===== config.mk =====
export PLATFORM = sky130hd
export DESIGN_NAME = c_scan_disk_scheduler_top_flat
export DESIGN_NICKNAME = d
export VERILOG_FILES = /design/src/hdl/cscan_pkg.sv /design/src/hdl/cscan_if.sv /design/src/hdl/cscan_ram.sv /design/src/hdl/cscan_select.sv /design/src/hdl/c_scan_disk_scheduler_top.sv /design/src/flat_wrapper.sv
export SDC_FILE = /design/constraint.sdc
export NUM_CORES = 1
export LEC_CHECK = 0
export BUFFER_PORTS_ARGS = -buffer_cell sky130_fd_sc_hd__clkbuf_2
export CORE_UTILIZATION = 61
export CTS_CLUSTER_SIZE = 30
export DETAILED_ROUTE_END_ITERATION = 6
export GPL_TIMING_DRIVEN = 0
export PLACE_DENSITY = 0.77
export REMOVE_ABC_BUFFERS = 1
export SLEW_MARGIN = 20
export SYNTH_ARGS = -nofsm -noshare
export SYNTH_HDL_FRONTEND = slang
export SYNTH_HIERARCHICAL = 1
export SYNTH_SLANG_ARGS = --single-unit

===== constraint.sdc =====
create_clock -name clock -period 7.75 [get_ports clock]
set_clock_uncertainty 0.1 [all_clocks]
set_input_delay 0.3875 -clock clock [delete_from_list [all_inputs] [get_ports clock]]
set_output_delay 0.3875 -clock clock [all_outputs]
set_load 0.02 [all_outputs]

===== src/hdl/cscan_pkg.sv =====
// Shared widths, reset values, sequencer states and control structs of the C-SCAN scheduler.
`timescale 1ns / 1ps

package cscan_pkg;

   localparam int CYL_W  = 16;
   localparam int SEEK_W = 18;

   localparam logic [CYL_W-1:0] CYL_MAX_RESET = 16'd199;

   typedef enum logic [2:0] {
      ST_IDLE,
      ST_SCAN,
      ST_DRAIN,
      ST_PICK,
      ST_EMIT
   } state_type;

   // controls from the sequencer to the select unit
   typedef struct packed {
      logic start_pass;
      logic eval;
      logic wrap;
      logic mark;
      logic clear_flags;
   } sel_ctrl_type;

endpackage


===== src/hdl/cscan_if.sv =====
// Request and response channel interfaces of the C-SCAN scheduler.
`timescale 1ns / 1ps

interface cscan_req_if;
   import cscan_pkg::*;

   logic             valid;
   logic             ready;
   logic [CYL_W-1:0] request_cylinder;
   logic [CYL_W-1:0] head_position;
   logic             last;

   modport source (output valid, output request_cylinder, output head_position,
                   output last, input ready);
   modport sink   (input valid, input request_cylinder, input head_position,
                   input last, output ready);
endinterface

interface cscan_rsp_if;
   import cscan_pkg::*;

   logic              valid;
   logic              ready;
   logic [CYL_W-1:0]  served_cylinder;
   logic [SEEK_W-1:0] seek_distance;
   logic [SEEK_W-1:0] total_movement;
   logic              last_served;

   modport source (output valid, output served_cylinder, output seek_distance,
                   output total_movement, output last_served, input ready);
   modport sink   (input valid, input served_cylinder, input seek_distance,
                   input total_movement, input last_served, output ready);
endinterface


===== src/hdl/cscan_ram.sv =====
// Generic single-write, single-read RAM with registered read data.
`timescale 1ns / 1ps

module cscan_ram #(
   parameter int WIDTH = 16,
   parameter int DEPTH = 8
) (
   input  logic                     clock,
   input  logic                     wr_en,
   input  logic [$clog2(DEPTH)-1:0] wr_addr,
   input  logic [WIDTH-1:0]         wr_data,
   input  logic [$clog2(DEPTH)-1:0] rd_addr,
   output logic [WIDTH-1:0]         rd_data
);

   logic [WIDTH-1:0] mem_ff [DEPTH];
   logic [WIDTH-1:0] rd_data_ff;

   // write port
   always_ff @(posedge clock) begin
      if (wr_en) begin
         mem_ff[wr_addr] <= wr_data;
      end
   end

   // registered read port
   always_ff @(posedge clock) begin
      rd_data_ff <= mem_ff[rd_addr];
   end

   assign rd_data = rd_data_ff;

endmodule


===== src/hdl/cscan_select.sv =====
// Shared compare unit: clamps each stored word, tracks the smallest eligible one, keeps served flags.
`timescale 1ns / 1ps

module cscan_select #(
   parameter int REQUESTS = 8
) (
   input  logic                        clock,
   input  logic                        reset,
   input  cscan_pkg::sel_ctrl_type     ctrl,
   input  logic [$clog2(REQUESTS)-1:0] tag,
   input  logic [cscan_pkg::CYL_W-1:0] rd_data,
   input  logic [cscan_pkg::CYL_W-1:0] head,
   input  logic [cscan_pkg::CYL_W-1:0] cylinder_max,
   output logic                        found,
   output logic [cscan_pkg::CYL_W-1:0] best
);
   import cscan_pkg::*;

   localparam int IDX_W = $clog2(REQUESTS);

   logic [REQUESTS-1:0] served_ff, served_in;
   logic                found_ff, found_in;
   logic [CYL_W-1:0]    best_ff, best_in;
   logic [IDX_W-1:0]    best_idx_ff, best_idx_in;
   logic [CYL_W-1:0]    value;
   logic                cand;

   // saturate the stored word and test it against the running minimum
   always_comb begin
      value = (rd_data > cylinder_max) ? cylinder_max : rd_data;
      cand  = ctrl.eval && !served_ff[tag] && (ctrl.wrap || (value >= head)) &&
              (!found_ff || (value < best_ff));
   end

   // update minimum and served flags
   always_comb begin
      found_in    = found_ff;
      best_in     = best_ff;
      best_idx_in = best_idx_ff;
      served_in   = served_ff;
      if (ctrl.start_pass) begin
         found_in = 1'b0;
      end else if (cand) begin
         found_in    = 1'b1;
         best_in     = value;
         best_idx_in = tag;
      end
      if (ctrl.clear_flags) begin
         served_in = '0;
      end else if (ctrl.mark) begin
         served_in[best_idx_ff] = 1'b1;
      end
   end

   always_ff @(posedge clock) begin
      if (reset) begin
         served_ff <= '0;
         found_ff  <= 1'b0;
      end else begin
         served_ff <= served_in;
         found_ff  <= found_in;
      end
   end

   always_ff @(posedge clock) begin
      best_ff     <= best_in;
      best_idx_ff <= best_idx_in;
   end

   assign found = found_ff;
   assign best  = best_ff;

endmodule


===== src/hdl/c_scan_disk_scheduler_top.sv =====
// Top level of the C-SCAN disk scheduler: load, sequencer, seek arithmetic and result register.
//
//  channel   dir  handshake          payload
//  req_chan  in   valid/ready        request_cylinder, head_position, last
//  rsp_chan  out  valid/ready        served_cylinder, seek_distance, total_movement, last_served
//  csr       in   csr_wr_en          csr_wr_data (cylinder_max)
//
// Loading accepts one word per cycle. After the word marked last, each result costs one scan
// of the n stored requests through the request RAM read port, then the drain, pick and emit
// states; the switch to the wrapped half of the sweep costs one more scan.
// Reset is synchronous; cylinder_max returns to 199 and no RAM clearing pass is run.
// req_chan is not ready from the last word until the final result is taken; a stalled
// result holds the sequencer in place.
`timescale 1ns / 1ps

module c_scan_disk_scheduler_top #(
   parameter int REQUESTS = 8
) (
   input  logic                        clock,
   input  logic                        reset,
   cscan_req_if.sink                   req_chan,
   cscan_rsp_if.source                 rsp_chan,
   input  logic                        csr_wr_en,
   input  logic [cscan_pkg::CYL_W-1:0] csr_wr_data
);
   import cscan_pkg::*;

   localparam int IDX_W = $clog2(REQUESTS);
   localparam int CNT_W = $clog2(REQUESTS + 1);

   state_type         state_ff, state_in;
   logic [CYL_W-1:0]  cmax_ff, cmax_in;
   logic [CNT_W-1:0]  count_ff, count_in;
   logic [CNT_W-1:0]  served_cnt_ff, served_cnt_in;
   logic [IDX_W-1:0]  idx_ff, idx_in;
   logic              rd_pend_ff, rd_pend_in;
   logic [IDX_W-1:0]  rd_tag_ff, rd_tag_in;
   logic [CYL_W-1:0]  head_ff, head_in;
   logic [CYL_W-1:0]  pos_ff, pos_in;
   logic [SEEK_W-1:0] total_ff, total_in;
   logic              wrap_ff, wrap_in;
   logic              first_wrap_ff, first_wrap_in;
   logic [CYL_W-1:0]  out_cyl_ff, out_cyl_in;
   logic [SEEK_W-1:0] out_seek_ff, out_seek_in;
   logic [SEEK_W-1:0] out_total_ff, out_total_in;
   logic              out_fin_ff, out_fin_in;

   sel_ctrl_type      sel_ctrl;
   logic              found;
   logic [CYL_W-1:0]  best;
   logic [CYL_W-1:0]  rd_data;
   logic              req_acc, rsp_acc, store_en, issue, last_issue, start_run, load_result;
   logic [CYL_W-1:0]  head_clamp;
   logic [SEEK_W-1:0] seek;

   assign req_acc    = req_chan.valid && req_chan.ready;
   assign rsp_acc    = rsp_chan.valid && rsp_chan.ready;
   assign store_en   = req_acc && (count_ff < CNT_W'(REQUESTS));
   assign start_run  = req_acc && req_chan.last;
   assign last_issue = (CNT_W'(idx_ff) + CNT_W'(1)) == count_ff;
   assign head_clamp = (req_chan.head_position > cmax_ff) ? cmax_ff : req_chan.head_position;

   // next state
   always_comb begin
      state_in = state_ff;
      case (state_ff)
         ST_IDLE:  if (start_run) state_in = ST_SCAN;
         ST_SCAN:  if (last_issue) state_in = ST_DRAIN;
         ST_DRAIN: state_in = ST_PICK;
         ST_PICK: begin
            if (found) begin
               state_in = ST_EMIT;
            end else if (!wrap_ff) begin
               state_in = ST_SCAN;
            end else begin
               state_in = ST_IDLE;
            end
         end
         ST_EMIT: begin
            if (rsp_acc) begin
               state_in = out_fin_ff ? ST_IDLE : ST_SCAN;
            end
         end
         default:  state_in = ST_IDLE;
      endcase
   end

   // sequencer outputs
   always_comb begin
      req_chan.ready       = 1'b0;
      rsp_chan.valid       = 1'b0;
      issue                = 1'b0;
      load_result          = 1'b0;
      sel_ctrl.clear_flags = 1'b0;
      case (state_ff)
         ST_IDLE: begin
            req_chan.ready       = 1'b1;
            sel_ctrl.clear_flags = start_run;
         end
         ST_SCAN:  issue = 1'b1;
         ST_DRAIN: issue = 1'b0;
         ST_PICK:  load_result = found;
         ST_EMIT:  rsp_chan.valid = 1'b1;
         default:  issue = 1'b0;
      endcase
      sel_ctrl.start_pass = (state_ff != ST_SCAN) && (state_in == ST_SCAN);
      sel_ctrl.eval       = rd_pend_ff;
      sel_ctrl.wrap       = wrap_ff;
      sel_ctrl.mark       = load_result;
   end

   // seek arithmetic: straight step, or run to the end plus the return seek
   always_comb begin
      if (wrap_ff && first_wrap_ff) begin
         seek = SEEK_W'(cmax_ff - pos_ff) + SEEK_W'(cmax_ff) + SEEK_W'(best);
      end else begin
         seek = SEEK_W'(best - pos_ff);
      end
   end

   // datapath registers
   always_comb begin
      cmax_in       = csr_wr_en ? csr_wr_data : cmax_ff;
      count_in      = count_ff;
      served_cnt_in = served_cnt_ff;
      idx_in        = idx_ff;
      rd_pend_in    = issue;
      rd_tag_in     = idx_ff;
      head_in       = head_ff;
      pos_in        = pos_ff;
      total_in      = total_ff;
      wrap_in       = wrap_ff;
      first_wrap_in = first_wrap_ff;
      out_cyl_in    = out_cyl_ff;
      out_seek_in   = out_seek_ff;
      out_total_in  = out_total_ff;
      out_fin_in    = out_fin_ff;

      if (store_en) begin
         count_in = count_ff + CNT_W'(1);
      end
      if (start_run) begin
         head_in       = head_clamp;
         pos_in        = head_clamp;
         total_in      = '0;
         wrap_in       = 1'b0;
         first_wrap_in = 1'b1;
         served_cnt_in = '0;
      end
      // advance the scan index, restart it at each pass
      if (sel_ctrl.start_pass) begin
         idx_in = '0;
      end else if (issue) begin
         idx_in = idx_ff + IDX_W'(1);
      end
      // no candidate at or above the head: go to the wrapped half; none after the wrap: drop the set
      if ((state_ff == ST_PICK) && !found) begin
         wrap_in = 1'b1;
         if (wrap_ff) begin
            count_in = '0;
         end
      end
      if (load_result) begin
         out_cyl_in    = best;
         out_seek_in   = seek;
         out_total_in  = total_ff + seek;
         out_fin_in    = (served_cnt_ff + CNT_W'(1)) == count_ff;
         total_in      = total_ff + seek;
         pos_in        = best;
         served_cnt_in = served_cnt_ff + CNT_W'(1);
         if (wrap_ff) begin
            first_wrap_in = 1'b0;
         end
      end
      // drop the set once the final word is taken
      if (rsp_acc && out_fin_ff) begin
         count_in = '0;
         total_in = '0;
      end
   end

   always_ff @(posedge clock) begin
      if (reset) begin
         state_ff      <= ST_IDLE;
         cmax_ff       <= CYL_MAX_RESET;
         count_ff      <= '0;
         served_cnt_ff <= '0;
         idx_ff        <= '0;
         rd_pend_ff    <= 1'b0;
         head_ff       <= '0;
         pos_ff        <= '0;
         total_ff      <= '0;
         wrap_ff       <= 1'b0;
         first_wrap_ff <= 1'b0;
      end else begin
         state_ff      <= state_in;
         cmax_ff       <= cmax_in;
         count_ff      <= count_in;
         served_cnt_ff <= served_cnt_in;
         idx_ff        <= idx_in;
         rd_pend_ff    <= rd_pend_in;
         head_ff       <= head_in;
         pos_ff        <= pos_in;
         total_ff      <= total_in;
         wrap_ff       <= wrap_in;
         first_wrap_ff <= first_wrap_in;
      end
   end

   always_ff @(posedge clock) begin
      rd_tag_ff    <= rd_tag_in;
      out_cyl_ff   <= out_cyl_in;
      out_seek_ff  <= out_seek_in;
      out_total_ff <= out_total_in;
      out_fin_ff   <= out_fin_in;
   end

   assign rsp_chan.served_cylinder = out_cyl_ff;
   assign rsp_chan.seek_distance   = out_seek_ff;
   assign rsp_chan.total_movement  = out_total_ff;
   assign rsp_chan.last_served     = out_fin_ff;

   cscan_ram #(
      .WIDTH (CYL_W),
      .DEPTH (REQUESTS)
   ) u_store (
      .clock   (clock),
      .wr_en   (store_en),
      .wr_addr (count_ff[IDX_W-1:0]),
      .wr_data (req_chan.request_cylinder),
      .rd_addr (idx_ff),
      .rd_data (rd_data)
   );

   cscan_select #(
      .REQUESTS (REQUESTS)
   ) u_select (
      .clock        (clock),
      .reset        (reset),
      .ctrl         (sel_ctrl),
      .tag          (rd_tag_ff),
      .rd_data      (rd_data),
      .head         (head_ff),
      .cylinder_max (cmax_ff),
      .found        (found),
      .best         (best)
   );

`ifndef SYNTHESIS
   a_count_bound: assert property (@(posedge clock) disable iff (reset)
      count_ff <= CNT_W'(REQUESTS))
      else $error("request count above store depth");

   a_one_side: assert property (@(posedge clock) disable iff (reset)
      !(req_chan.ready && rsp_chan.valid))
      else $error("load and result active together");

   a_run_end: assert property (@(posedge clock) disable iff (reset)
      (rsp_acc && rsp_chan.last_served) |=> (count_ff == '0) && (state_ff == ST_IDLE))
      else $error("set not dropped after final word");

   a_served_bound: assert property (@(posedge clock) disable iff (reset)
      rsp_chan.valid |-> (served_cnt_ff <= count_ff) && (served_cnt_ff != '0))
      else $error("served count out of range");
`endif

endmodule


===== src/flat_wrapper.sv =====
// flat-port wrapper written by rule: the top's interface ports become plain ports
module c_scan_disk_scheduler_top_flat import cscan_pkg::*;
#(
   parameter int REQUESTS = 8
)
  (clock, reset, csr_wr_en, csr_wr_data, req_chan_valid, req_chan_request_cylinder, req_chan_head_position, req_chan_last, req_chan_ready, rsp_chan_valid, rsp_chan_served_cylinder, rsp_chan_seek_distance, rsp_chan_total_movement, rsp_chan_last_served, rsp_chan_ready);
  cscan_req_if req_chan_i ();
  cscan_rsp_if rsp_chan_i ();
  input  logic clock;
  input  logic reset;
  input  logic csr_wr_en;
  input  logic [cscan_pkg::CYL_W-1:0] csr_wr_data;
  input wire logic [$bits(req_chan_i.valid)-1:0] req_chan_valid;
  input wire logic [$bits(req_chan_i.request_cylinder)-1:0] req_chan_request_cylinder;
  input wire logic [$bits(req_chan_i.head_position)-1:0] req_chan_head_position;
  input wire logic [$bits(req_chan_i.last)-1:0] req_chan_last;
  output wire logic [$bits(req_chan_i.ready)-1:0] req_chan_ready;
  output wire logic [$bits(rsp_chan_i.valid)-1:0] rsp_chan_valid;
  output wire logic [$bits(rsp_chan_i.served_cylinder)-1:0] rsp_chan_served_cylinder;
  output wire logic [$bits(rsp_chan_i.seek_distance)-1:0] rsp_chan_seek_distance;
  output wire logic [$bits(rsp_chan_i.total_movement)-1:0] rsp_chan_total_movement;
  output wire logic [$bits(rsp_chan_i.last_served)-1:0] rsp_chan_last_served;
  input wire logic [$bits(rsp_chan_i.ready)-1:0] rsp_chan_ready;
  assign req_chan_i.valid = req_chan_valid;
  assign req_chan_i.request_cylinder = req_chan_request_cylinder;
  assign req_chan_i.head_position = req_chan_head_position;
  assign req_chan_i.last = req_chan_last;
  assign req_chan_ready = req_chan_i.ready;
  assign rsp_chan_valid = rsp_chan_i.valid;
  assign rsp_chan_served_cylinder = rsp_chan_i.served_cylinder;
  assign rsp_chan_seek_distance = rsp_chan_i.seek_distance;
  assign rsp_chan_total_movement = rsp_chan_i.total_movement;
  assign rsp_chan_last_served = rsp_chan_i.last_served;
  assign rsp_chan_i.ready = rsp_chan_ready;
  c_scan_disk_scheduler_top #(.REQUESTS(REQUESTS)) u_core (.clock(clock), .reset(reset), .req_chan(req_chan_i), .rsp_chan(rsp_chan_i), .csr_wr_en(csr_wr_en), .csr_wr_data(csr_wr_data));
endmodule

# --- Word level (Yosys, flattened, before mapping) ---
# Memories as Yosys holds them, arrays and structs flattened. A register that Yosys moved wholly into a read port is not among the register bits.
# Index checks and enable logic that the tools add are counted.
totals:
  reg_bits: 167
  ramBits: 128
  in_bits: 54
  n_memories: 1
mem_list:
  columns: ["name", "words", "word_bits", "read_ports", "rd_clocked_by_memory_dff", "write_ports", "line_no", "rtl"]
  rows:
  - ["u_core.u_store.mem_ff", 8, 16, 1, 1, 1, "cscan_ram.sv:16", "logic [WIDTH-1:0] mem_ff [DEPTH];"]
op_classes:
  add_sub_neg: 9
  n_lt_le_gt_ge: 8
  eq_ne: 8
  mux: 35
  bitwise_logic: 2
  n_reduce_logical: 23
ops:
  columns: ["operator", "n"]
  rows:
  - ["16-bit 2-to-1 mux", 4]
  - ["18-bit 2-to-1 mux", 3]
  - ["18-bit by 16-bit adder with 18-bit output", 2]
  - ["16-bit by 16-bit subtractor with 17-bit output", 2]
  - ["16-bit greater-than comparator", 2]
  - ["4-bit 2-to-1 mux", 5]
  - ["18-bit adder", 1]
  - ["16-bit greater-or-equal comparator", 1]
  - ["16-bit less-than comparator", 1]
  - ["1-bit 2-to-1 mux", 16]
  - ["3-bit case mux with 5 select lines", 1]
  - ["1-bit logical AND", 12]
  - ["3-bit 2-to-1 mux", 4]
  - ["4-bit by 1-bit adder with 4-bit output (second input constant)", 2]
  - ["4-bit == test", 2]
  - ["3-bit by 4-bit less-than comparator with 1-bit output (second input constant)", 2]
  - ["8-bit bitwise OR", 1]
  - ["3-bit by 1-bit == test with 1-bit output (second input constant)", 2]
  - ["3-bit by 2-bit == test with 1-bit output (second input constant)", 2]
  - ["2-bit OR reduction", 3]
  - ["3-bit by 1-bit adder with 4-bit output (second input constant)", 1]
  - ["4-bit less-than comparator (second input constant)", 1]
  - ["2-bit nonzero test", 2]
  - ["3-bit by 1-bit adder with 3-bit output (second input constant)", 1]
  - ["other kinds (10)", 12]

# --- Longest topological paths before layout ---
# Gate-level depths: netlist (run 1).
depth:
  ltp_word: 10
  depth_mapped: 29

# --- By module ---
# Netlist (run 1), hierarchy kept.
by_module_without_submodules:
  columns: ["module", "instances", "cells_per_inst", "area_per_inst_um2", "seq_area_each_um2"]
  rows:
  - ["c_scan_disk_scheduler_top", 1, 942, 8854.7, 3313.2]
  - ["cscan_ram", 1, 214, 5293.8, 4164.0]
  - ["cscan_select", 1, 249, 2456.1, 750.7]

# --- Worst setup path before layout (run 1) ---
# OpenSTA, ideal clock, no wires.
synth_path:
  path_type: "flip-flop to flip-flop"
  startpoint: "reg u_core.cmax_ff[0]"
  endpoint: "reg u_core.total_ff[17]"
  arrival_time_ns: 5.440
  required_time_ns: 7.533
  slack_ns: 2.093
  stages_incl_launch_ff: 30
  n_path_buf: 1
  cell_sequence: "dfxtp_1 -> inv_1 -> ha_1 -> inv_1 -> fa_1 -> a211oi_2 -> nor3_1 -> nand3b_1 -> a21o_1 -> a21o_1 -> a21oi_1 -> xnor2_1 -> fa_1 -> ha_1 -> a21o_1 -> a21oi_1 -> o21ai_1 -> xnor2_1 -> nor2_1 -> a21oi_1 -> ha_1 -> clkbuf_1 -> a21oi_1 -> o21ai_1 -> a211oi_1 -> nor2_1 -> nor3_1 -> xor2_1 -> xnor2_2 -> a22o_1"
synth_between:
  elab_chain_len: 6
synth_lines:
  columns: ["element", "line_no", "rtl"]
  rows:
  - ["from (decl)", "c_scan_disk_scheduler_top.sv:32", "logic [CYL_W-1:0] cmax_ff, cmax_in;"]
  - ["from (signal assigned)", "c_scan_disk_scheduler_top.sv:197", "cmax_ff <= cmax_in;"]
  - ["16-bit by 16-bit subtractor with 17-bit output", "c_scan_disk_scheduler_top.sv:115", "seek = SEEK_W'(cmax_ff - pos_ff) + SEEK_W'(cmax_ff) + SEEK_W'(best);"]
  - ["18-bit by 16-bit adder with 18-bit output (*) (2 in a row)", "c_scan_disk_scheduler_top.sv:115", null]
  - ["18-bit 2-to-1 mux (*)", "c_scan_disk_scheduler_top.sv:114", "if (wrap_ff && first_wrap_ff) begin"]
  - ["net u_core.seek[12]", "c_scan_disk_scheduler_top.sv:54", "logic [SEEK_W-1:0] seek;"]
  - ["18-bit adder (*)", "c_scan_disk_scheduler_top.sv:168", "total_in = total_ff + seek;"]
  - ["18-bit 2-to-1 mux (*)", "c_scan_disk_scheduler_top.sv:163", "if (load_result) begin"]
  - ["to (signal assigned)", "c_scan_disk_scheduler_top.sv:204", "total_ff <= total_in;"]
  - ["to (decl)", "c_scan_disk_scheduler_top.sv:40", "logic [SEEK_W-1:0] total_ff, total_in;"]
# Mark *: on every way through the listed nets, which the timed path passes. The rest lies on a longest branch.
# A chain may end at the register's enable or synchronous reset.

# --- Worst setup path after layout (run 1) ---
layout_path:
  startpoint: "reg u_core.cmax_ff[0]"
  endpoint: "reg u_core.out_total_ff[16], in the netlist u_core/rsp_chan.total_movement[16], data pin"
layout_between:
  elab_chain_len: 5
layout_lines:
  columns: ["element", "line_no", "rtl"]
  rows:
  - ["16-bit by 16-bit subtractor with 17-bit output", "c_scan_disk_scheduler_top.sv:115", null]
  - ["18-bit by 16-bit adder with 18-bit output (*) (2 in a row)", "c_scan_disk_scheduler_top.sv:115", null]
  - ["18-bit 2-to-1 mux (*)", "c_scan_disk_scheduler_top.sv:114", null]
  - ["net u_core.seek[9]", "c_scan_disk_scheduler_top.sv:54", null]
  - ["18-bit adder (*)", "c_scan_disk_scheduler_top.sv:166", "out_total_in = total_ff + seek;"]
  - ["to (signal assigned)", "c_scan_disk_scheduler_top.sv:214", "out_total_ff <= out_total_in;"]
  - ["to (decl)", "c_scan_disk_scheduler_top.sv:45", "logic [SEEK_W-1:0] out_total_ff, out_total_in;"]
# Marked as above.

==> results of run 1 <==
## power by group through the flow
stage,Combinational [mW],Clock [mW],Sequential [mW]
2_1_floorplan,0.955,0,1.95
3_5_place_dp,1.26,0,1.98
4_1_cts,1.27,1.61,1.94
3_3_place_gp,1.20,0,1.98
6_report,1.28,1.58,1.94
5_1_grt,1.42,1.67,1.95
## worst max-delay path, delay by kind of cell (launching register included)
kind,cells,cell delay [ns]
compound gates,10,2.65
xor+xnor,3,0.47
fa+ha+maj,5,1.79
buf+inv,2,0.22
flops,1,0.38
simple gates,6,0.92
## per-stage QoR
stage / instance area [µm²] / cells / power, mW / util (%)
global route: 18700 / 1894 / 5.04 / 69.9
floorplan: 16400 / 1367 / 2.91 / -
CTS: 18700 / 1894 / 4.83 / 69.9
finish: 18700 / 1894 / 4.81 / 69.9
detailed placement: 17600 / 1830 / 3.24 / 65.7
global placement: 17400 / 1816 / 3.18 / 64.9
## final timing paths
kind                                                  end                             from  slack (ns)  cells past startpoint
max          u_core/rsp_chan.total_movement[16]$_DFFE_PP_   u_core/cmax_ff[0]$_SDFFE_PP1P_        0.95                     26
min                        u_core/cmax_ff[0]$_SDFFE_PP1P_                   csr_wr_data[0]        0.02                      3
max reg2reg  u_core/rsp_chan.total_movement[16]$_DFFE_PP_   u_core/cmax_ff[0]$_SDFFE_PP1P_        0.95                     26
min reg2reg               u_core/total_ff[6]$_SDFFE_PP0P_  u_core/total_ff[6]$_SDFFE_PP0P_        0.38                      2
## registers in the layout, summed over array words and instances (netlist names), 3 cells and up
register,flops
u_core/cmax_ff,16
u_core/count_ff,4
u_core/head_ff,16
u_core/idx_ff,3
u_core/pos_ff,16
u_core/rd_tag_ff,3
u_core/rsp_chan.seek_distance,18
u_core/rsp_chan.served_cylinder,16
u_core/rsp_chan.total_movement,18
u_core/served_cnt_ff,4
u_core/state_ff,3
u_core/total_ff,18
u_core/u_select/best,16
u_core/u_select/best_idx_ff,3
u_core/u_select/served_ff,8
u_core/u_store/mem_ff,128
u_core/u_store/rd_data,16
## cell families (layout without fill, tap and decap cells)
logic type      count (synthesis)  count (layout)  share of synthesized area (%)
buf+inv                       156             304                           3.80
simple gates                  310             310                           9.22
mux                            96              96                           9.44
xor+xnor                       70              70                           3.74
compound gates                312             312                           12.1
flops                         311             311                           49.6
fa+ha+maj                     150             150                           12.2
## final cells by class
class	count	share of cell area (%)
Sequential cell	311	43.9
Multi-Input combinational cell	938	41.5
Clock buffer	46	4.89
Timing Repair Buffer	126	4.08
Inverter	118	2.38
Tap cell	341	2.28
Clock inverter	14	0.922
## cells in the final DEF (no fill, tap or decap), drive strengths merged, types with 33 or more instances in the layout
master and n:
xnor2 43, clkbuf 154, dfxtp 111, ha 131, nand2 69, inv 119, a211oi 33, mux4 34
nor2 94, a21oi 98, edfxtp 200, o21ai 49
## per-layer routing
metal / vias to the layer above / GRT usage [%] / share of wire [%]
met2: 310 / 48.9 / 51
met3: 102 / 3.90 / 4.3
met4: 0 / 14.3 / 5.0
met1: 5510 / 30.1 / 40
li1: 5510 / - / -
met5: - / 0 / 0
## repair_timing
action                                 in CTS  in global routing
endpoints found under the hold margin       4                  0
setup buffers                               0                  0
hold buffers                                4                  0
==> results.sh, run 1 <==
export IMPL_result_of_the_run="completed"
export IMPL_initial_core_util_pct=62.0
export IMPL_numCtsBuffers=34
export IMPL_pre_cts_slack_ns=0.989
export IMPL_vdd_ir_drop_worst_mv=0.204
export IMPL_final_seq_area_um2=8230
export IMPL_grt_antenna_before_repair=0
export IMPL_buffer_ports_inserted=108
export IMPL_timing_critical_path_to_type="flop"
export IMPL_grt_setup_unrepaired="false"
export IMPL_cell_internal_pwr_mw=3.37
export IMPL_crit_path_start_kind="flop"
export IMPL_final_setup_worst_slack_ns=0.951
export IMPL_largest_incremental_delay_on_the_critical_path_ns=0.46
export IMPL_core_region_area_um2=26800
export IMPL_route_vias_total=11432
export IMPL_pin_count=109
export IMPL_syn_area_cell_um2=11.8
export IMPL_post_cts_resized_instances=0
export IMPL_route_final_wire_length_um=37100
export IMPL_synth_yosys_warnings=6
export IMPL_hp_class="in -> reg"
export IMPL_clock_tree_htree_level_count=2
export IMPL_netSwitchingPower_mw=1.44
export IMPL_slew_viol_final=0
export IMPL_yosys_cell_count_top_type="edfxtp_1"
export IMPL_insertedDiodeCount=0
export IMPL_period_needed_ns=6.80
export IMPL_finalHoldViolations=0
export IMPL_wl_per_cell_um=19.6
export IMPL_power_per_cell_area_nw_per_um2=257
export IMPL_p_sw_share_pct=29.9
export IMPL_first_pass_grt_wire_length_um=58000
export IMPL_final_layout_size_suffix_gt1_share_pct=15.3
export IMPL_root_buffer="clkbuf_16"
export IMPL_vias_per_cell=6.04
export IMPL_syn_cell_area_um2=16600
export IMPL_gp_congestion=0.934
export IMPL_synth_top_area_share_pct=36.2
export IMPL_grt_start_max_net_pins=61
export IMPL_fin_crit_share_pct=87.7
export IMPL_cts_sink_count=311
export IMPL_clkTransAtPathRegs_ns=0.06
export IMPL_ys_dominant_reg_cell="edfxtp_1"
export IMPL_worst_ep_required_time_ns=7.89
export IMPL_slew_headroom_pct=24.8
export IMPL_top_post_synthesis_cells_by_area="edfxtp_1, dfxtp_1, ha_1"
export IMPL_share_clk_of_total_power_pct=32.9
export IMPL_synthCells=1405
export IMPL_fillerInstances=1877
export IMPL_fmax_mhz=147
export IMPL_post_synth_most_frequent_cells="edfxtp_1, ha_1, inv_1"
export IMPL_die_area_um2=27900
export IMPL_first_global_vias=11366
export IMPL_critPathSlowestCell="fa_1"
export IMPL_firstDrtPassIters=7
export IMPL_grt_usage_pct=26.8
export IMPL_tightestPinTransition_ns=1.13
export IMPL_synth_seq_cells=311
export IMPL_die_h_um=167
export IMPL_ys_types=81
export IMPL_criticalPathCategory="reg -> reg"
export IMPL_grt_overflow_total=0
export IMPL_detail_route_iter0_violations=732
export IMPL_finalSetupViolations=0
export IMPL_fin_tns_setup_ns=0
export IMPL_timing_hold_ws_ns=0.0157
export IMPL_yosysTopAreaCell="edfxtp_1"
export IMPL_multiInputGateArea_um2=7770
export IMPL_post_route_drc_count=0
export IMPL_drtAntennaViolNets=0
export IMPL_power_share_combinational_pct=26.6
export IMPL_maxCapViolCount=0
export IMPL_cts_tree="built"
export IMPL_power_static_leakage_nw=7.36
export IMPL_synth_sequential_area_ratio_pct=49.6
export IMPL_clock_path_buffers=3
export IMPL_rows=60
export IMPL_dp_final_hpwl_um=26800
export IMPL_share_seq_of_total_power_pct=40.4
export IMPL_syn2layout_area_growth_pct=12.8
export IMPL_synth_edf_count=200
export IMPL_die_width_um=167
export IMPL_finish_net_count=1733
export IMPL_synth_async_reset_ratio_pct=0
export IMPL_clk_insertion_delay_late_ns=0.52
export IMPL_timing_critical_path_arrival_ns=6.94
export IMPL_cp_max_fo=5
(Power assumes the default switching activity.)
==> run 2, diff against run 1 <==
CORE_UTILIZATION = 65   (was 61)
PLACE_DENSITY = 0.82   (was 0.77)
RECOVER_POWER = 100   (was unset)
clock period = 8.2 ns   (was 7.75 ns; I/O delays follow)
==> run 2 against run 1 <==
The run now ends with max-capacitance violations, max-slew violations left. Clock-buffer cell count grew 2. Maximum frequency decreased by 4.7%. Largest power group unchanged. Register-to-register slack gained 0.12 ns. Global-route usage grew 2.4 points. Power down 8.3%. Utilization rose by 3.4 points. Critical endpoint is now u_core/u_select/best[13]$_DFFE_PP_. Hold slack improved by 0.0063 ns. Clock power down 12%. Sequential power fell by 5%. Wire length increased by 2.2%. Combinational power down 7%.
==> results.sh, run 2 (synthesis gave the netlist of run 1 again) <==
export IMPL_result_of_the_run="finished, violations left"
export IMPL_failed_checks="max-capacitance violations, max-slew violations"
export IMPL_gp_congestion=0.945
export IMPL_instances_no_fill=1892
export IMPL_post_route_drc_count=0
export IMPL_core_region_area_um2=25100
export IMPL_worst_setup_path_startpoint="u_core/cmax_ff[15]$_SDFFE_PP0P_"
export IMPL_vias_per_cell=6.14
export IMPL_finalHoldViolations=0
export IMPL_timing_critical_path_arrival_ns=7.19
export IMPL_initial_core_util_pct=66.1
export IMPL_buffer_ports_inserted=108
export IMPL_worst_ep_required_time_ns=8.26
export IMPL_power_static_leakage_nw=6.99
export IMPL_first_global_vias=11639
export IMPL_first_pass_grt_wire_length_um=59500
export IMPL_largest_register_ff_count=128
export IMPL_finish_net_count=1740
export IMPL_wl_per_cell_um=20.1
export IMPL_route_final_wire_length_um=38000
export IMPL_fmax_mhz=140
export IMPL_fillerInstances=1739
export IMPL_period_needed_ns=7.13
export IMPL_slew_viol_final=248
export IMPL_worst_hold_startpoint="csr_wr_data[14]"
export IMPL_die_area_um2=26200
export IMPL_clock_path_buffers=3
export IMPL_fin_crit_share_pct=87.0
export IMPL_power_per_cell_area_nw_per_um2=239
export IMPL_maxCapViolCount=7
export IMPL_cts_tree="built"
export IMPL_fin_tns_setup_ns=0
export IMPL_largest_register_by_flop_count="u_core/u_store/mem_ff"
export IMPL_grt_usage_pct=29.2
export IMPL_criticalPathCategory="reg -> reg"
export IMPL_clkTransAtPathRegs_ns=0.06
export IMPL_syn2layout_area_growth_pct=10.9
export IMPL_final_layout_size_suffix_gt1_share_pct=7.11
export IMPL_layout_commonest_cell="edfxtp_1"
export IMPL_grt_overflow_total=0
export IMPL_drtAntennaViolNets=0
export IMPL_cts_sink_count=311
export IMPL_die_h_um=162
export IMPL_numCtsBuffers=31
export IMPL_cp_max_fo=19
export IMPL_slew_headroom_pct=-91.9
export IMPL_hp_class="in -> reg"
export IMPL_detail_route_iter0_violations=863
export IMPL_grt_start_max_net_pins=61
export IMPL_clock_tree_htree_level_count=1
export IMPL_firstDrtPassIters=6
export IMPL_root_buffer="clkbuf_16"
export IMPL_rows=58
export IMPL_crit_reg2reg_launch="u_core/cmax_ff[15]$_SDFFE_PP0P_"
export IMPL_die_width_um=162
export IMPL_vdd_ir_drop_worst_mv=0.220
export IMPL_grt_setup_unrepaired="false"
export IMPL_route_vias_total=11619
export IMPL_finalSetupViolations=0
export IMPL_pin_count=109
export IMPL_post_cts_resized_instances=0
export IMPL_clk_insertion_delay_late_ns=0.58
export IMPL_crit_path_start_kind="flop"
export IMPL_tightestPinTransition_ns=2.88
export IMPL_dp_final_hpwl_um=27300
export IMPL_timing_critical_path_to_type="flop"
export IMPL_commonest_cells_after_routing_fill_and_taps_aside="edfxtp_1, ha_1, inv_1, dfxtp_1, clkbuf_1"
export IMPL_dpl_cell_count=1819
export IMPL_grt_antenna_before_repair=0
-- run 2: layout make-up --
cell class                      instances  area, µm²  area share (%)
Antenna cell                            1       2.50          0.0136
Clock buffer                           48        840            4.56
Clock inverter                         10        139           0.754
Inverter                              118        445            2.42
Multi-Input combinational cell        938       7680            41.7
Sequential cell                       311       8230            44.7
Tap cell                              330        413            2.24
Timing Repair Buffer                  136        658            3.57
-- run 2: worst paths after layout --
kind	depth (start not counted)	slack (ns)	endpoint
setup / recovery	15	1.07	u_core/u_select/best[13]$_DFFE_PP_
hold / removal	3	0.02	u_core/cmax_ff[14]$_SDFFE_PP0P_
setup reg to reg	15	1.07	u_core/u_select/best[13]$_DFFE_PP_
hold reg to reg	2	0.37	u_core/total_ff[0]$_SDFFE_PP0P_
-- run 2: routing by layer --
metal	vias up	routed length, µm	part of all wire [%]	global-route usage (%)
met4	0	1740	4.6	14.8
li1	5500	-	-	-
met3	92	1750	4.6	2.94
met2	410	19400	51	52.4
met5	-	0	0	0.189
met1	5617	15100	40	35.0
-- run 2: power by group --
part / internal [mW] / switching, mW
logic: 0.511 / 0.674
registers: 1.77 / 0.0691
clock network: 0.799 / 0.588
-- run 2: through the flow --
stage / power [mW] / instance area [µm²] / setup slack [ns] / hold WS [ns] / util [%]
2_1_floorplan: 2.75 / 16400 / 2.55 / 0.331 / -
3_3_place_gp: 3.00 / 17400 / 1.52 / 0.343 / 69.2
3_5_place_dp: 3.05 / 17600 / 1.48 / 0.359 / 70.0
4_1_cts: 4.44 / 18700 / 1.44 / 0.00265 / 74.5
5_1_grt: 4.62 / 18400 / 0.790 / 0.0313 / 73.3
6_report: 4.41 / 18400 / 1.07 / 0.0220 / 73.3
-- run 2: critical path, stage by stage, from the launching register on --
cell	delay, ns
dfxtp_1	0.55
inv_1	0.09
ha_1	0.33
nand4_1	0.25
nor4_1	0.65
a21boi_0	0.41
nor3_2	0.07
nor2_1	1.05
mux2_1	0.44
ha_1	0.31
nand2_1	0.05
o21ai_0	0.21
a41oi_1	0.20
o2111ai_1	0.40
nand4_1	0.15
o21ai_1	1.45
-- run 2: repair_timing --
action | 4_1_cts | 5_1_grt
hold endpoints to repair | 41 | 0
buffers inserted | 0 | 0
hold buffers | 14 | 0
==> run 3, diff against run 2 <==
CORE_MARGIN = 5   (was unset)
==> run 3 against run 2 <==
The flow still finishes with violations (max-capacitance violations, max-slew violations). Setup slack improved by 0.16 ns. Critical endpoint is now u_core/u_select/best[8]$_DFFE_PP_. Non-clock buffer count fell by 13. Combinational power barely moved. Power rose by 3.3%. Via count fell by 0.69%. Maximum frequency rose by 2.3%. Largest power group unchanged. Hold slack got worse by 0.0018 ns. Highest routed layer unchanged.
==> results.sh, run 3 (synthesis gave the netlist of run 1 again) <==
export IMPL_worstPathCellList="inv_1 -> ha_1 -> nand4_1 -> nor4_1 -> a21boi_0 -> nor3_2 -> nor2_1 -> mux2_1 -> ha_1 -> nand2_1 -> o21ai_0 -> a41oi_1 -> o2111ai_1 -> nand4_1 -> o21ai_1"
export IMPL_clkTransAtPathRegs_ns=0.06
export IMPL_first_pass_grt_wire_length_um=59100
export IMPL_fmax_mhz=143
export IMPL_fillerInstances=1715
export IMPL_finish_net_count=1730
export IMPL_die_h_um=170
export IMPL_tightestPinTransition_ns=2.83
export IMPL_timing_critical_path_max_delay_family="compound AO/OA/AOI/OAI gates"
export IMPL_finalSetupViolations=0
export IMPL_crit_reg2reg_launch="u_core/cmax_ff[15]$_SDFFE_PP0P_"
export IMPL_largest_register_ff_count=128
export IMPL_core_region_area_um2=25200
export IMPL_instances_no_fill=1881
export IMPL_cts_repair_timing_setup_buffer_count=0
export IMPL_timing_critical_path_arrival_ns=6.98
export IMPL_fin_crit_share_pct=85.0
export IMPL_rrSetupSlack_ns=1.23
export IMPL_failed_checks="max-capacitance violations, max-slew violations"
export IMPL_largest_incremental_delay_on_the_critical_path_ns=1.38
export IMPL_largest_register_by_flop_count="u_core/u_store/mem_ff"
export IMPL_insertedDiodeCount=0
export IMPL_grt_use_met3_pct=3.65
export IMPL_route_final_wire_length_um=37700
export IMPL_rows=58
export IMPL_final_layout_size_suffix_gt1_share_pct=7.87
export IMPL_route_vias_total=11539
export IMPL_final_util_pct=73.2
export IMPL_worst_ep_required_time_ns=8.21
export IMPL_cts_sink_count=311
export IMPL_commonest_cells_after_routing_fill_and_taps_aside="edfxtp_1, ha_1, inv_1, dfxtp_1, a21oi_1"
export IMPL_grt_setup_unrepaired="false"
export IMPL_detail_route_iter0_violations=875
export IMPL_firstDrtPassIters=7
export IMPL_dpl_cell_count=1818
export IMPL_final_seq_area_um2=8230
export IMPL_cp_max_fo=19
export IMPL_critPathSlowestCell="o21ai_1"
export IMPL_die_width_um=170
export IMPL_root_buffer="clkbuf_16"
export IMPL_final_setup_worst_slack_ns=1.23
export IMPL_clock_path_buffers=3
export IMPL_worst_setup_path_startpoint="u_core/cmax_ff[15]$_SDFFE_PP0P_"
export IMPL_critical_path_reg2reg_endpoint="u_core/u_select/best[8]$_DFFE_PP_"
export IMPL_critPathBufInv=1
export IMPL_dp_final_hpwl_um=27500
export IMPL_buffer_ports_inserted=108
export IMPL_power_per_cell_area_nw_per_um2=247
export IMPL_vdd_ir_drop_worst_mv=0.247
export IMPL_pre_cts_slack_ns=1.49
export IMPL_slew_viol_final=251
export IMPL_die_area_um2=28800
export IMPL_grt_start_max_net_pins=61
export IMPL_slew_headroom_pct=-88.4
export IMPL_clock_tree_htree_level_count=2
export IMPL_layout_commonest_cell="edfxtp_1"
export IMPL_grt_use_met2_pct=47.8
export IMPL_crit_path_start_kind="flop"
export IMPL_wl_per_cell_um=20.0
export IMPL_hold_path_depth=3
export IMPL_power_static_leakage_nw=7.03
export IMPL_multiInputGateArea_um2=7680
export IMPL_result_of_the_run="finished, violations left"
export IMPL_post_cts_resized_instances=0
export IMPL_hp_class="in -> reg"
export IMPL_r2r_cells=15
export IMPL_grt_antenna_before_repair=0
export IMPL_busiest_layer="met2"
export IMPL_numCtsBuffers=34
export IMPL_timing_critical_path_to_type="flop"
export IMPL_grt_overflow_total=0
export IMPL_grt_met1_usage_pct=29.6
export IMPL_pin_count=109
export IMPL_vias_per_cell=6.13
export IMPL_grt_usage_pct=25.9
export IMPL_worst_hold_startpoint="csr_wr_data[11]"
export IMPL_cts_tree="built"
export IMPL_post_route_drc_count=0
export IMPL_min_to="u_core/cmax_ff[11]$_SDFFE_PP0P_"
export IMPL_syn2layout_area_growth_pct=11.0
export IMPL_finalHoldViolations=0
export IMPL_initial_core_util_pct=65.9
export IMPL_fin_tns_setup_ns=0
export IMPL_gp_congestion=0.876
export IMPL_criticalPathCategory="reg -> reg"
export IMPL_clk_insertion_delay_late_ns=0.53
export IMPL_critical_path_depth=15
export IMPL_first_global_vias=11705
export IMPL_drtAntennaViolNets=0
export IMPL_period_needed_ns=6.97
export IMPL_maxCapViolCount=7
run 3: final cells by class:
| type | instances | area share (%) |
|---|---|---|
| clock buffers | 50 | 5.38 |
| repair buffers | 123 | 2.81 |
| clock inverters | 11 | 0.821 |
| well taps | 330 | 2.24 |
| multi-input cells | 938 | 41.7 |
| flip-flops and latches | 311 | 44.6 |
| inverters | 118 | 2.42 |
run 3: how the worst max path moves through the flow:
| stage | end | slack [ns] |
|---|---|---|
| final | u_core/u_select/best[8]$_DFFE_PP_ | 1.23 |
| after global routing | u_core/rsp_chan.total_movement[16]$_DFFE_PP_ | 0.74 |
| after CTS | u_core/rsp_chan.total_movement[16]$_DFFE_PP_ | 1.43 |
| after detailed placement | u_core/rsp_chan.total_movement[16]$_DFFE_PP_ | 1.49 |
| after global placement | u_core/rsp_chan.total_movement[16]$_DFFE_PP_ | 1.52 |
| after floorplan | u_core/rsp_chan.total_movement[16]$_DFFE_PP_ | 2.55 |
run 3: stage by stage:
step	instance area (µm²)	total power [mW]	hold WS, ns
floorplan	16400	2.75	0.331
global placement	17400	3.00	0.347
detailed placement	17600	3.06	0.358
CTS	18700	4.61	0.00236
global route	18400	4.78	0.0334
finish	18400	4.55	0.0201
run 3: routing by layer:
layer / vias up / share of wire (%) / wire (µm)
met5: - / 0 / 0
met4: 0 / 4.7 / 1770
met3: 107 / 5.2 / 1950
met2: 373 / 52 / 19500
met1: 5574 / 38 / 14400
li1: 5485 / - / -
run 3: what timing repair did:
| action | in CTS | in global routing |
|---|---|---|
| endpoints found under the hold margin | 2 | 0 |
| endpoints found under the setup margin | 0 | 0 |
| hold buffers | 2 | 0 |
run 3: report_power, final:
group / internal [mW] / leakage (nW) / total [mW] / switching, mW
combinational: 0.505 / 3.75 / 1.18 / 0.671
sequential: 1.77 / 2.72 / 1.84 / 0.0704
clock: 0.914 / 0.559 / 1.54 / 0.626
total: 3.19 / 7.03 / 4.55 / 1.37
run 3: tightest hold or removal path: stages:
cell and delay [ns]:
clkbuf_2 0.07, mux2i_1 0.06, nor2_1 0.07
